--- src/dqs_pkg.sv ---
// Package with the widths, codes and types of the deque with value search.
`default_nettype none

package dqs_pkg;

    localparam int DATA_W    = 32;
    localparam int REQ_W     = 3;
    localparam int STATUS_W  = 2;
    localparam int POS_W     = 4;
    localparam int OCC_W     = 5;
    localparam int DEPTH_DEF = 16;

    // Request codes.
    localparam logic [REQ_W-1:0] REQ_PUSH_FRONT = 3'd0;
    localparam logic [REQ_W-1:0] REQ_PUSH_BACK  = 3'd1;
    localparam logic [REQ_W-1:0] REQ_POP_FRONT  = 3'd2;
    localparam logic [REQ_W-1:0] REQ_POP_BACK   = 3'd3;
    localparam logic [REQ_W-1:0] REQ_SEARCH     = 3'd4;

    // Status codes.
    localparam logic [STATUS_W-1:0] STAT_OK        = 2'd0;
    localparam logic [STATUS_W-1:0] STAT_EMPTY     = 2'd1;
    localparam logic [STATUS_W-1:0] STAT_FULL      = 2'd2;
    localparam logic [STATUS_W-1:0] STAT_NOT_FOUND = 2'd3;

    typedef enum logic [1:0] {
        CELL_HOLD,
        CELL_RIGHT,
        CELL_LEFT
    } cell_op_t;

    typedef struct packed {
        cell_op_t op;
        logic     fb_ins;
    } cell_ctl_t;

    typedef enum logic {
        ST_IDLE,
        ST_WALK
    } state_t;

endpackage

`default_nettype wire

--- src/dqs_in_if.sv ---
// Request channel: request type and value, with valid/ready handshake.
`default_nettype none

interface dqs_in_if;

    logic                                valid;
    logic                                ready;
    logic [dqs_pkg::REQ_W-1:0]           req_type;
    logic signed [dqs_pkg::DATA_W-1:0]   data_in;

    modport source (output valid, output req_type, output data_in, input ready);
    modport sink   (input valid, input req_type, input data_in, output ready);

endinterface

`default_nettype wire

--- src/dqs_out_if.sv ---
// Response channel: popped value, status, position and occupancy, with valid/ready.
`default_nettype none

interface dqs_out_if;

    logic                                valid;
    logic                                ready;
    logic signed [dqs_pkg::DATA_W-1:0]   data_out;
    logic [dqs_pkg::STATUS_W-1:0]        status;
    logic [dqs_pkg::POS_W-1:0]           position;
    logic [dqs_pkg::OCC_W-1:0]           occupancy;

    modport source (output valid, output data_out, output status, output position,
                    output occupancy, input ready);
    modport sink   (input valid, input data_out, input status, input position,
                    input occupancy, output ready);

endinterface

`default_nettype wire

--- src/dqs_cell.sv ---
// One storage cell of the ring: holds a value or takes it from either neighbor.
`default_nettype none

module dqs_cell (
    input  wire logic                              clk,
    input  wire dqs_pkg::cell_op_t                 op,
    input  wire logic signed [dqs_pkg::DATA_W-1:0] prev_data,
    input  wire logic signed [dqs_pkg::DATA_W-1:0] next_data,
    output logic signed [dqs_pkg::DATA_W-1:0]      data
);

    logic signed [dqs_pkg::DATA_W-1:0] data_reg;
    logic signed [dqs_pkg::DATA_W-1:0] data_next;

    always_comb
    begin
        case (op)
            dqs_pkg::CELL_RIGHT: data_next = prev_data;
            dqs_pkg::CELL_LEFT:  data_next = next_data;
            default:             data_next = data_reg;
        endcase
    end

    always_ff @(posedge clk)
    begin
        data_reg <= data_next;
    end

    assign data = data_reg;

endmodule

`default_nettype wire

--- src/dqs_ctrl.sv ---
// Sequencer of the deque: decodes requests, steers the cell row, builds responses.
`default_nettype none

module dqs_ctrl #(
    parameter int DEPTH = dqs_pkg::DEPTH_DEF
) (
    input  wire logic                              clk,
    input  wire logic                              rst_n,
    dqs_in_if.sink                                 req,
    dqs_out_if.source                              rsp,
    input  wire logic signed [dqs_pkg::DATA_W-1:0] head,
    output dqs_pkg::cell_ctl_t                     ctl,
    output logic signed [dqs_pkg::DATA_W-1:0]      ins_data
);

    localparam int CNTW = $clog2(DEPTH + 1);
    localparam int SW   = $clog2(DEPTH);

    dqs_pkg::state_t                     state_reg, state_next;
    logic [CNTW-1:0]                     count_reg, count_next;
    logic [SW-1:0]                       step_reg, step_next;
    logic                                found_reg, found_next;
    logic                                out_valid_reg, out_valid_next;
    logic [dqs_pkg::REQ_W-1:0]           req_type_reg, req_type_next;
    logic signed [dqs_pkg::DATA_W-1:0]   data_reg, data_next;
    logic signed [dqs_pkg::DATA_W-1:0]   out_data_reg, out_data_next;
    logic [dqs_pkg::STATUS_W-1:0]        out_status_reg, out_status_next;
    logic [dqs_pkg::POS_W-1:0]           out_pos_reg, out_pos_next;

    logic                                accept;
    logic                                full;
    logic                                empty;
    logic                                walk_start;
    logic                                last_step;
    logic [CNTW-1:0]                     step_ext;
    logic [SW+dqs_pkg::POS_W-1:0]        step_wide;
    logic [CNTW+dqs_pkg::OCC_W-1:0]      count_wide;

    assign accept     = req.valid && req.ready;
    assign full       = (count_reg == CNTW'(DEPTH));
    assign empty      = (count_reg == '0);
    assign last_step  = (step_reg == SW'(DEPTH - 1));
    assign step_ext   = CNTW'(step_reg);
    assign step_wide  = {{dqs_pkg::POS_W{1'b0}}, step_reg};
    assign count_wide = {{dqs_pkg::OCC_W{1'b0}}, count_reg};

    // Push back, pop back and search walk the whole ring once.
    assign walk_start = accept &&
                        (((req.req_type == dqs_pkg::REQ_PUSH_BACK) && !full) ||
                         ((req.req_type == dqs_pkg::REQ_POP_BACK) && !empty) ||
                         ((req.req_type == dqs_pkg::REQ_SEARCH) && !empty));

    // Next state.
    always_comb
    begin
        state_next = state_reg;
        case (state_reg)
            dqs_pkg::ST_IDLE:
            begin
                if (walk_start)
                begin
                    state_next = dqs_pkg::ST_WALK;
                end
            end
            dqs_pkg::ST_WALK:
            begin
                if (last_step)
                begin
                    state_next = dqs_pkg::ST_IDLE;
                end
            end
            default: state_next = dqs_pkg::ST_IDLE;
        endcase
    end

    // Outputs toward the cell row and the channels.
    always_comb
    begin
        ctl.op     = dqs_pkg::CELL_HOLD;
        ctl.fb_ins = 1'b0;
        ins_data   = data_reg;
        req.ready  = 1'b0;
        case (state_reg)
            dqs_pkg::ST_IDLE:
            begin
                req.ready = !out_valid_reg || rsp.ready;
                ins_data  = req.data_in;
                if (accept && (req.req_type == dqs_pkg::REQ_PUSH_FRONT) && !full)
                begin
                    ctl.op = dqs_pkg::CELL_RIGHT;
                end
                else if (accept && (req.req_type == dqs_pkg::REQ_POP_FRONT) && !empty)
                begin
                    ctl.op = dqs_pkg::CELL_LEFT;
                end
            end
            dqs_pkg::ST_WALK:
            begin
                // The ring rotates toward the front; a pushed word enters at the
                // back when the entry after the last stored one passes by.
                ctl.op     = dqs_pkg::CELL_LEFT;
                ctl.fb_ins = (req_type_reg == dqs_pkg::REQ_PUSH_BACK) &&
                             (step_ext == count_reg);
            end
            default: ctl.op = dqs_pkg::CELL_HOLD;
        endcase
    end

    assign rsp.valid     = out_valid_reg;
    assign rsp.data_out  = out_data_reg;
    assign rsp.status    = out_status_reg;
    assign rsp.position  = out_pos_reg;
    assign rsp.occupancy = count_wide[dqs_pkg::OCC_W-1:0];

    // Datapath and bookkeeping.
    always_comb
    begin
        count_next      = count_reg;
        step_next       = step_reg;
        found_next      = found_reg;
        req_type_next   = req_type_reg;
        data_next       = data_reg;
        out_valid_next  = out_valid_reg && !rsp.ready;
        out_data_next   = out_data_reg;
        out_status_next = out_status_reg;
        out_pos_next    = out_pos_reg;

        if ((state_reg == dqs_pkg::ST_IDLE) && walk_start)
        begin
            step_next     = '0;
            found_next    = 1'b0;
            req_type_next = req.req_type;
            data_next     = req.data_in;
            out_data_next = '0;
            out_pos_next  = '0;
        end
        else if ((state_reg == dqs_pkg::ST_IDLE) && accept)
        begin
            out_valid_next  = 1'b1;
            out_data_next   = '0;
            out_status_next = dqs_pkg::STAT_OK;
            out_pos_next    = '0;
            case (req.req_type)
                dqs_pkg::REQ_PUSH_FRONT:
                begin
                    if (full)
                    begin
                        out_status_next = dqs_pkg::STAT_FULL;
                    end
                    else
                    begin
                        count_next = count_reg + 1'b1;
                    end
                end
                dqs_pkg::REQ_PUSH_BACK: out_status_next = dqs_pkg::STAT_FULL;
                dqs_pkg::REQ_POP_FRONT:
                begin
                    if (empty)
                    begin
                        out_status_next = dqs_pkg::STAT_EMPTY;
                    end
                    else
                    begin
                        out_data_next = head;
                        count_next    = count_reg - 1'b1;
                    end
                end
                dqs_pkg::REQ_POP_BACK:  out_status_next = dqs_pkg::STAT_EMPTY;
                dqs_pkg::REQ_SEARCH:    out_status_next = dqs_pkg::STAT_NOT_FOUND;
                default:                out_status_next = dqs_pkg::STAT_OK;
            endcase
        end
        else if (state_reg == dqs_pkg::ST_WALK)
        begin
            step_next = step_reg + 1'b1;
            // The head cell shows the entry at the current step's position.
            if ((req_type_reg == dqs_pkg::REQ_SEARCH) && !found_reg &&
                (step_ext < count_reg) && (head == data_reg))
            begin
                found_next   = 1'b1;
                out_pos_next = step_wide[dqs_pkg::POS_W-1:0];
            end
            if ((req_type_reg == dqs_pkg::REQ_POP_BACK) &&
                (step_ext == count_reg - 1'b1))
            begin
                out_data_next = head;
            end
            if (last_step)
            begin
                out_valid_next  = 1'b1;
                out_status_next = dqs_pkg::STAT_OK;
                if ((req_type_reg == dqs_pkg::REQ_SEARCH) && !found_next)
                begin
                    out_status_next = dqs_pkg::STAT_NOT_FOUND;
                end
                if (req_type_reg == dqs_pkg::REQ_PUSH_BACK)
                begin
                    count_next = count_reg + 1'b1;
                end
                else if (req_type_reg == dqs_pkg::REQ_POP_BACK)
                begin
                    count_next = count_reg - 1'b1;
                end
            end
        end
    end

    always_ff @(posedge clk or negedge rst_n)
    begin
        if (!rst_n)
        begin
            state_reg     <= dqs_pkg::ST_IDLE;
            count_reg     <= '0;
            step_reg      <= '0;
            found_reg     <= 1'b0;
            out_valid_reg <= 1'b0;
        end
        else
        begin
            state_reg     <= state_next;
            count_reg     <= count_next;
            step_reg      <= step_next;
            found_reg     <= found_next;
            out_valid_reg <= out_valid_next;
        end
    end

    always_ff @(posedge clk)
    begin
        req_type_reg   <= req_type_next;
        data_reg       <= data_next;
        out_data_reg   <= out_data_next;
        out_status_reg <= out_status_next;
        out_pos_reg    <= out_pos_next;
    end

endmodule

`default_nettype wire

--- src/deque_with_value_search.sv ---
// Top level of the bounded deque with value search: cell row plus sequencer.
//
//  Channel | Role   | Word
//  --------+--------+------------------------------------------------
//  req     | sink   | req_type, data_in
//  rsp     | source | data_out, status, position, occupancy
//
// Push front, pop front, and every request answered without touching the
// ring (full, empty, unknown type) are answered in the next cycle. Push
// back, pop back and search rotate the ring of cells once, one entry past
// the head cell per cycle. The ring contents are not reset; reset only
// clears the count, the sequencer and the response valid. A stalled response
// holds in its register; a new word is taken only when the sequencer is idle
// and the response register is empty or being read in the same cycle.
`default_nettype none

module deque_with_value_search #(
    parameter int DEPTH = dqs_pkg::DEPTH_DEF
) (
    input  wire logic clk,
    input  wire logic rst_n,
    dqs_in_if.sink    req,
    dqs_out_if.source rsp
);

    logic signed [dqs_pkg::DATA_W-1:0] cell_q [DEPTH];
    logic signed [dqs_pkg::DATA_W-1:0] ins_data;
    logic signed [dqs_pkg::DATA_W-1:0] fb_data;
    dqs_pkg::cell_ctl_t                ctl;

    // The last cell refills from the head cell, or from the pushed word.
    assign fb_data = ctl.fb_ins ? ins_data : cell_q[0];

    genvar i;
    generate
        for (i = 0; i < DEPTH; i++)
        begin : g_cell
            logic signed [dqs_pkg::DATA_W-1:0] prev_d;
            logic signed [dqs_pkg::DATA_W-1:0] next_d;

            if (i == 0)
            begin : g_first
                assign prev_d = ins_data;
            end
            else
            begin : g_mid_prev
                assign prev_d = cell_q[i-1];
            end

            if (i == DEPTH - 1)
            begin : g_last
                assign next_d = fb_data;
            end
            else
            begin : g_mid_next
                assign next_d = cell_q[i+1];
            end

            dqs_cell u_cell (
                .clk       (clk),
                .op        (ctl.op),
                .prev_data (prev_d),
                .next_data (next_d),
                .data      (cell_q[i])
            );
        end
    endgenerate

    dqs_ctrl #(
        .DEPTH (DEPTH)
    ) u_ctrl (
        .clk      (clk),
        .rst_n    (rst_n),
        .req      (req),
        .rsp      (rsp),
        .head     (cell_q[0]),
        .ctl      (ctl),
        .ins_data (ins_data)
    );

endmodule

`default_nettype wire

--- src/flat_wrapper.sv ---
// flat-port wrapper written by rule: the top's interface ports become plain ports
module deque_with_value_search_flat 
#(
    parameter int DEPTH = dqs_pkg::DEPTH_DEF
)
  (clk, rst_n, req_valid, req_req_type, req_data_in, req_ready, rsp_valid, rsp_data_out, rsp_status, rsp_position, rsp_occupancy, rsp_ready);
  dqs_in_if req_i ();
  dqs_out_if rsp_i ();
  input  wire logic clk;
  input  wire logic rst_n;
  input wire logic [$bits(req_i.valid)-1:0] req_valid;
  input wire logic [$bits(req_i.req_type)-1:0] req_req_type;
  input wire logic [$bits(req_i.data_in)-1:0] req_data_in;
  output wire logic [$bits(req_i.ready)-1:0] req_ready;
  output wire logic [$bits(rsp_i.valid)-1:0] rsp_valid;
  output wire logic [$bits(rsp_i.data_out)-1:0] rsp_data_out;
  output wire logic [$bits(rsp_i.status)-1:0] rsp_status;
  output wire logic [$bits(rsp_i.position)-1:0] rsp_position;
  output wire logic [$bits(rsp_i.occupancy)-1:0] rsp_occupancy;
  input wire logic [$bits(rsp_i.ready)-1:0] rsp_ready;
  assign req_i.valid = req_valid;
  assign req_i.req_type = req_req_type;
  assign req_i.data_in = req_data_in;
  assign req_ready = req_i.ready;
  assign rsp_valid = rsp_i.valid;
  assign rsp_data_out = rsp_i.data_out;
  assign rsp_status = rsp_i.status;
  assign rsp_position = rsp_i.position;
  assign rsp_occupancy = rsp_i.occupancy;
  assign rsp_i.ready = rsp_ready;
  deque_with_value_search #(.DEPTH(DEPTH)) u_core (.clk(clk), .rst_n(rst_n), .req(req_i), .rsp(rsp_i));
endmodule
--- config.mk ---
export PLATFORM = sky130hd
export DESIGN_NAME = deque_with_value_search_flat
export DESIGN_NICKNAME = d
export VERILOG_FILES = /design/src/dqs_pkg.sv /design/src/dqs_in_if.sv /design/src/dqs_out_if.sv /design/src/dqs_cell.sv /design/src/dqs_ctrl.sv /design/src/deque_with_value_search.sv /design/src/flat_wrapper.sv
export SDC_FILE = /design/constraint.sdc
export NUM_CORES = 1
export LEC_CHECK = 0
export BUFFER_PORTS_ARGS = -buffer_cell sky130_fd_sc_hd__buf_4
export CELL_PAD_IN_SITES_DETAIL_PLACEMENT = 1
export CELL_PAD_IN_SITES_GLOBAL_PLACEMENT = 1
export CORE_ASPECT_RATIO = 0.6
export CORE_MARGIN = 1
export CORE_UTILIZATION = 38
export DETAILED_ROUTE_END_ITERATION = 10
export PLACE_DENSITY_LB_ADDON = 0.1
export SYNTH_ARGS = -nofsm -noshare
export SYNTH_HDL_FRONTEND = slang
export SYNTH_SLANG_ARGS = --single-unit
--- constraint.sdc ---
create_clock -name clk -period 31.1 [get_ports clk]
set_clock_uncertainty 0.05 [all_clocks]
set_input_delay 1.555 -clock clk [delete_from_list [all_inputs] [get_ports clk]]
set_output_delay 1.555 -clock clk [all_outputs]
set_load 0.01 [all_outputs]
Yosys cells after proc, flatten, opt, wreduce, memory -nomap -nowiden
Index checks and enable logic that the tools add are counted.
{ "classes": {"addsub": 3, "order_cmp": 1, "eq_ne": 18, "mux": 60, "n_bitwise": 2, "reduce_logical": 41} }
{ "op_table": {"columns": ["op", "n"], "rows": [
  ["one-hot mux 32 bit (2 select lines)", 16],
  ["2-to-1 mux 32 bit", 7],
  ["2-to-1 mux 5 bit", 7],
  ["equality test 32 bit", 1],
  ["logical AND 1 bit", 18],
  ["2-to-1 mux 1 bit", 16],
  ["2-to-1 mux 2 bit", 7],
  ["2-to-1 mux 4 bit", 3],
  ["equality test 4 x 5 -> 1 bit", 2],
  ["one-hot mux 2 bit (5 select lines)", 1],
  ["one-hot mux 5 bit (2 select lines)", 1],
  ["nonzero test 2 bit", 5],
  ["equality test 3 x 2 -> 1 bit, second input constant", 3],
  ["inequality test 3 bit, second input constant", 3],
  ["AND reduction 7 bit", 1],
  ["equality test 3 x 1 -> 1 bit, second input constant", 2],
  ["equality test 3 bit, second input constant", 2],
  ["zero test 1 bit", 6],
  ["AND reduction 2 bit", 3],
  ["adder 5 x 1 -> 5 bit, second input constant", 1],
  ["equality test 5 bit, second input constant", 1],
  ["zero test 5 bit", 1],
  ["< comparator 4 x 5 -> 1 bit", 1],
  ["subtractor 5 x 1 -> 5 bit, second input constant", 1],
  ["13 further kinds", 16]
]} }
{ "word_totals": {"regBits": 597, "wordCells": 151} }

Depth between registers and ports, before layout
{ "logic_depth": {"ltp_word": 14, "depth_mapped": 11} }

Modules after synthesis
A second synthesis with hierarchy kept.
{ "hier_totals": {"cells_unflattened": 1496, "area_unflattened_um2": 28985.3} }
{ "modules_own_cells": {"columns": ["module", "instances", "cells_per_inst", "area_each_um2"], "rows": [
  ["dqs_cell", 16, 71, 1525.2],
  ["dqs_ctrl", 1, 324, 4037.6],
  ["deque_with_value_search", 1, 36, 544.3]
]} }

Worst setup path before layout
Ideal clock, no wire load.
{ "synth_timing": {"kind": "input port to flip-flop", "from": "input port rsp_ready", "to": "register u_core.g_cell[0].u_cell.data_reg, in the netlist u_core.g_cell[0].u_cell.data[0] (enable)", "setup_ns": 0.860, "arrival_time_ns": 12.413, "t_required_ns": 30.190, "path_slack_ns": 17.777, "cell_stages": 7, "cell_sequence": "nor2b_1 nor3b_1 nand2_1 a211o_1 nand2_1 ha_1 inv_1"} }
{ "synth_via": {"elab_chain_cells": 10, "word_cells_on_any_way": 13, "classes_between": "eq/ne: 2; mux: 4; reduce/logical: 7"} }
{ "synth_lines": {"columns": ["element", "line_no", "source"], "rows": [
  ["from (decl)", "flat_wrapper.sv:20", "input wire logic [$bits(rsp_i.ready)-1:0] rsp_ready;"],
  ["logical OR 1 bit *", "dqs_ctrl.sv:86", "req.ready = !out_valid_reg || rsp.ready;"],
  ["2-to-1 mux 1 bit *", "dqs_ctrl.sv:83", "case (state_reg)"],
  ["logical AND 1 bit *", "dqs_ctrl.sv:39", "assign accept = req.valid && req.ready;"],
  ["logical AND 1 bit (2 in a row)", "dqs_ctrl.sv:92", "else if (accept && (req.req_type == dqs_pkg::REQ_POP_FRONT) && !empty)"],
  ["2-to-1 mux 2 bit", "dqs_ctrl.sv:92", null],
  ["2-to-1 mux 2 bit *", "dqs_ctrl.sv:88", "if (accept && (req.req_type == dqs_pkg::REQ_PUSH_FRONT) && !full)"],
  ["one-hot mux 2 bit (2 select lines) *", "dqs_ctrl.sv:83", null],
  ["equality test 2 bit or equality test 2 x 1 -> 1 bit (tied branches)", "dqs_cell.sv:17", "case (op)"],
  ["nonzero test 2 bit (no source line) *", null, null],
  ["to (signal assigned)", "dqs_cell.sv:26", "data_reg <= data_next;"],
  ["to (decl)", "dqs_cell.sv:12", "logic signed [dqs_pkg::DATA_W-1:0] data_reg;"]
]} }
Every way passes the cells marked *; elsewhere a longest branch is shown, timed or not.
A chain may end at the register's enable or synchronous reset.

Final worst setup path
{ "layout_timing": {"from": "input port rsp_ready", "to": "register u_core.g_cell[6].u_cell.data_reg, in the netlist u_core.g_cell[6].u_cell.data[5] (data pin)"} }
{ "layout_via": {"elab_chain_cells": 10, "word_cells_on_any_way": 13, "classes_between": "eq/ne: 2; mux: 5; reduce/logical: 6"} }
{ "layout_lines": {"columns": ["element", "line_no", "source"], "rows": [
  ["logical OR 1 bit *", "dqs_ctrl.sv:86", null],
  ["2-to-1 mux 1 bit *", "dqs_ctrl.sv:83", null],
  ["logical AND 1 bit *", "dqs_ctrl.sv:39", null],
  ["logical AND 1 bit (2 in a row)", "dqs_ctrl.sv:92", null],
  ["2-to-1 mux 2 bit", "dqs_ctrl.sv:92", null],
  ["2-to-1 mux 2 bit *", "dqs_ctrl.sv:88", null],
  ["one-hot mux 2 bit (2 select lines) *", "dqs_ctrl.sv:83", null],
  ["equality test 2 bit or equality test 2 x 1 -> 1 bit (tied branches)", "dqs_cell.sv:17", null],
  ["one-hot mux 32 bit (2 select lines) *", "dqs_cell.sv:17", null],
  ["named net u_core.g_cell[6].u_cell.data_next, one bit", "dqs_cell.sv:13", "logic signed [dqs_pkg::DATA_W-1:0] data_next;"],
  ["to (signal assigned)", "dqs_cell.sv:26", null],
  ["to (decl)", "dqs_cell.sv:12", null]
]} }
Mark *: on every way through the listed nets, which the timed path passes. The rest lies on a longest branch.

==> summary.txt <==
Setup path
  • Slack of the worst reg-to-reg path: 25.02 ns
  • Critical Path Source Type: input port
  • Critical Setup Path Class: in -> reg
  • Reg2reg end: u_core.g_cell[6].u_cell.data[5]
  • Required time of the critical path: 31.41 ns
  • Worst endpoint data arrival time: 6.84 ns
  • Critical path capture point type: flop
  • R2r worst-path depth: 10
  • Critical-path maximum fanout: 80
  • Reg2Reg Launch Point: u_core.u_ctrl.rsp.valid

Clock tree
  • Clk buf depth: 3
  • Post_cts resized: 0
  • H-tree depth: 2
  • Clock network latency to the later pin of the worst-skew pair: 0.62 ns
  • Hold buffer count at cts: 0
  • Number of buffers created by CTS: 59
  • Number of sinks on the clock net: 597
  • TritonCTS clock tree: built
  • Setup fix buffers added after clock tree synthesis: 0
  • Root Driver: sky130_fd_sc_hd__clkbuf_16
  • Clock Pin Slew Worst Setup and Hold Paths: 0.06 ns

Synthesis
  • Flop and latch count out of synthesis: 597
  • Async set or reset register ratio after synthesis: 2.01%
  • Yosys top cell by area: sky130_fd_sc_hd__edfxtp_1
  • Top post-synthesis cells by area: sky130_fd_sc_hd__edfxtp_1 64%, sky130_fd_sc_hd__mux2_2 22%, sky130_fd_sc_hd__dfxtp_1 2.8%, sky130_fd_sc_hd__mux2i_1 2.7%, sky130_fd_sc_hd__dfrtp_1 1.2%
  • Number of unique standard cell types used by synthesis: 52
  • Total number of yosys warnings: 0
  • Net count of the mapped netlist: about 1500
  • Post-synth EDFFs: 549
  • Library cell with the highest instance count after synthesis: sky130_fd_sc_hd__edfxtp_1
  • Most numerous cell types in the synthesized netlist: 549 x sky130_fd_sc_hd__edfxtp_1, 513 x sky130_fd_sc_hd__mux2_2, 70 x sky130_fd_sc_hd__mux2i_1
  • Synth top area share: a little under two thirds
  • Synthesized area per cell: 17.5 µm²
  • Sequential cell area fraction in the yosys report: 67.6%
  • Leading register cell type out of synthesis: sky130_fd_sc_hd__edfxtp_1
  • Synthesized instance count: 1478
  • Mapped Area: ~26000 µm²

STA
  • Max_slew headroom: 24.8%
  • Slew @ Worst Pin: 1.13 ns
  • Max-slew violations: 0
  • Post-layout worst setup margin: 24.57 ns
  • Maximum achievable frequency: 0.153 GHz
  • Setup violation total in the final timing report: 0
  • Hold Fails Final Rpt: 0
  • Fin crit period: around 6.5 ns
  • Setup repair after global routing missed its margin: no
  • Tcrit/Tclk final: between 20% and 30%
  • TNS Setup: 0 ns

Detailed routing
  • Wirelength, routed: 52500 µm
  • Routed length on met3: 1960 µm
  • Post-route met1 wirelength: roughly 27000 µm
  • Vias per std cell: 5.02
  • Residual DRC count: 0
  • Length of the first detailed-routing pass in iterations: 5
  • Via Count: 12600
  • Violation count after the first detailed-routing iteration: 879
  • Top routing layer used: met5
  • Detail Route Antenna Nets: 0
  • Average detailed-routed wire length per instance: 20.9 µm
  • Detailed-routed wire length on met2: 22200 µm

Run
  • Max-capacitance violation count: 0

GRT
  • Maximum number of pins on one net before global-route repair: 190
  • Initial antenna violation count: 4
  • Overflow left after global routing: 0
  • First-pass GRT wire length: 80800 µm
  • Total routing usage reported by global routing: 15.1%
  • Number of global-route vias before repair: 13200

Pwr
  • Sw Ratio: between 20 and 30%
  • PwrDens: 118 nW/µm²
  • Power share of the combinational group: 28.8%
  • Share of total power in the clock network: around a fifth
  • IR drop worst, VDD: between 0.06 and 0.07 mV
  • Switching power: 1010 µW
  • Internal: 2480 µW
  • Relative contribution of sequential cells to total power: 49.8%
  • Static leakage: 0.0106 µW

Finish
  • Final core utilization: roughly 44%
  • Storage cell area: 17500 µm²
  • Largest register FFs: 512
  • Layout Nets: 1607
  • Fraction of final layout cells with drive strength greater than 1: approximately 45%
  • Area of the multi-input gates: 7890 µm²
  • Area growth from synthesis to layout: 13.8%
  • Final instance count without filler cells: 2511
  • # fillers: 6410

Floorplanning
  • Initial Util: 38.8%
  • Die ar.: 69300 µm²
  • I/O pin total: 84
  • Area of the core region: 66900 µm²
  • Die Span Y: between 200 and 250 µm
  • Number of core rows: 73
  • Die extent in x: 339 µm

Placement
  • Detailed placement HPWL: 32200 µm
  • Placed Cells: 2399
  • IO Port Bufs: between 80 and 90
  • Pre-CTS setup slack: 23.95 ns
  • GP Congestion: 0.727

Hold path
  • Worst hold path class: reg -> reg
  • Hold Path Stages: 1
  • Start point of the worst min-delay path: u_core.u_ctrl.rsp.data_out[12]
  • Destination of the worst hold path: u_core.u_ctrl.rsp.data_out[12]

Outcome
  • Result of the run: complete, no violations
metal layers:
layer  global-route usage, %  vias to the layer above
li1                        -                     5895
met1                    22.8                     6497
met2                    21.7                      132
met3                    3.08                       85
met4                    4.40                        4
met5                       0                        -
cell families (layout without fill, tap and decap cells):
| logic type | count (synthesis) | count (layout) | share of synthesized area [%] |
|---|---|---|---|
| fa+ha+maj | 8 | 8 | 0.386 |
| compound gates | 59 | 59 | 1.80 |
| mux | 583 | 583 | 25.0 |
| other cells | 0 | 1 | 0 |
| buf+inv | 119 | 251 | 2.09 |
| simple gates | 69 | 69 | 1.72 |
| flops | 597 | 597 | 67.6 |
| xor+xnor | 43 | 43 | 1.45 |
per-stage QoR:
stage	instance area, µm²	total power [µW]	hold WS, ns
3_3_place_gp	27500	2720	0.415
2_1_floorplan	25900	2560	0.441
4_1_cts	29500	3540	0.435
5_1_grt	29500	3690	0.459
6_report	29500	3490	0.434
3_5_place_dp	27500	2770	0.415
worst max-delay path, stage by stage:
cell                      delay, ns
sky130_fd_sc_hd__buf_4         0.13
sky130_fd_sc_hd__nor2b_1       0.10
sky130_fd_sc_hd__nor3b_2       0.70
sky130_fd_sc_hd__nand2_1       0.12
sky130_fd_sc_hd__a211o_1       0.31
sky130_fd_sc_hd__nand2_1       0.12
sky130_fd_sc_hd__ha_4          0.59
sky130_fd_sc_hd__buf_4         0.84
sky130_fd_sc_hd__buf_4         0.88
sky130_fd_sc_hd__buf_4         0.92
sky130_fd_sc_hd__mux2_2        0.43
area by class of cell:
type | count | share of cell area [%]
multi-input combinational | 762 | 26.8
clock inverter | 29 | 1.07
inverter | 44 | 0.586
timing repair buffer | 96 | 2.57
tap | 900 | 3.82
antenna | 1 | 0.00849
sequential | 597 | 59.4
clock buffer | 82 | 5.78
worst max-delay path by stage:
stage / cells after the start / slack [ns] / endpoint / start
2_1_floorplan: 7 / 17.78 / u_core.g_cell[0].u_cell.data[0] / rsp_ready
3_3_place_gp: 11 / 24.04 / u_core.g_cell[0].u_cell.data[7] / rsp_ready
3_5_place_dp: 11 / 23.95 / u_core.g_cell[8].u_cell.data[4] / rsp_ready
4_1_cts: 11 / 24.58 / u_core.g_cell[6].u_cell.data[5] / rsp_ready
5_1_grt: 11 / 24.13 / u_core.g_cell[2].u_cell.data[4] / rsp_ready
6_report: 11 / 24.57 / u_core.g_cell[6].u_cell.data[5] / rsp_ready
power by group through the flow:
stage               clock network [µW]  logic [µW]  registers, µW
floorplan                            0         791           1770
global placement                     0         976           1740
detailed placement                   0        1020           1760
CTS                                772        1020           1740
global route                       800        1090           1800
finish                             745        1010           1740
cell usage in the layout (no fill, tap or decap), drive strengths merged, types with 2 or more instances in the layout:
master and instances:
bufinv 7, clkinv 21, dfxtp 36, nand4b 2, clkbuf 82, nand2 9, edfxtp 549, xor2 9
inv 44, nand4 10, nor4b 4, a22o 32, o221ai 2, xnor2 34, buf 96, nand3 4
nand2b 5, dfrtp 12, nor3 4, ha 8, mux2 513, a31oi 3, nor2 18, nor3b 2
mux2i 70, a21oi 8, and3 2, o21ai 6, nor2b 3, nor4 2
Note: power is estimated with default switching activity, not from simulation.
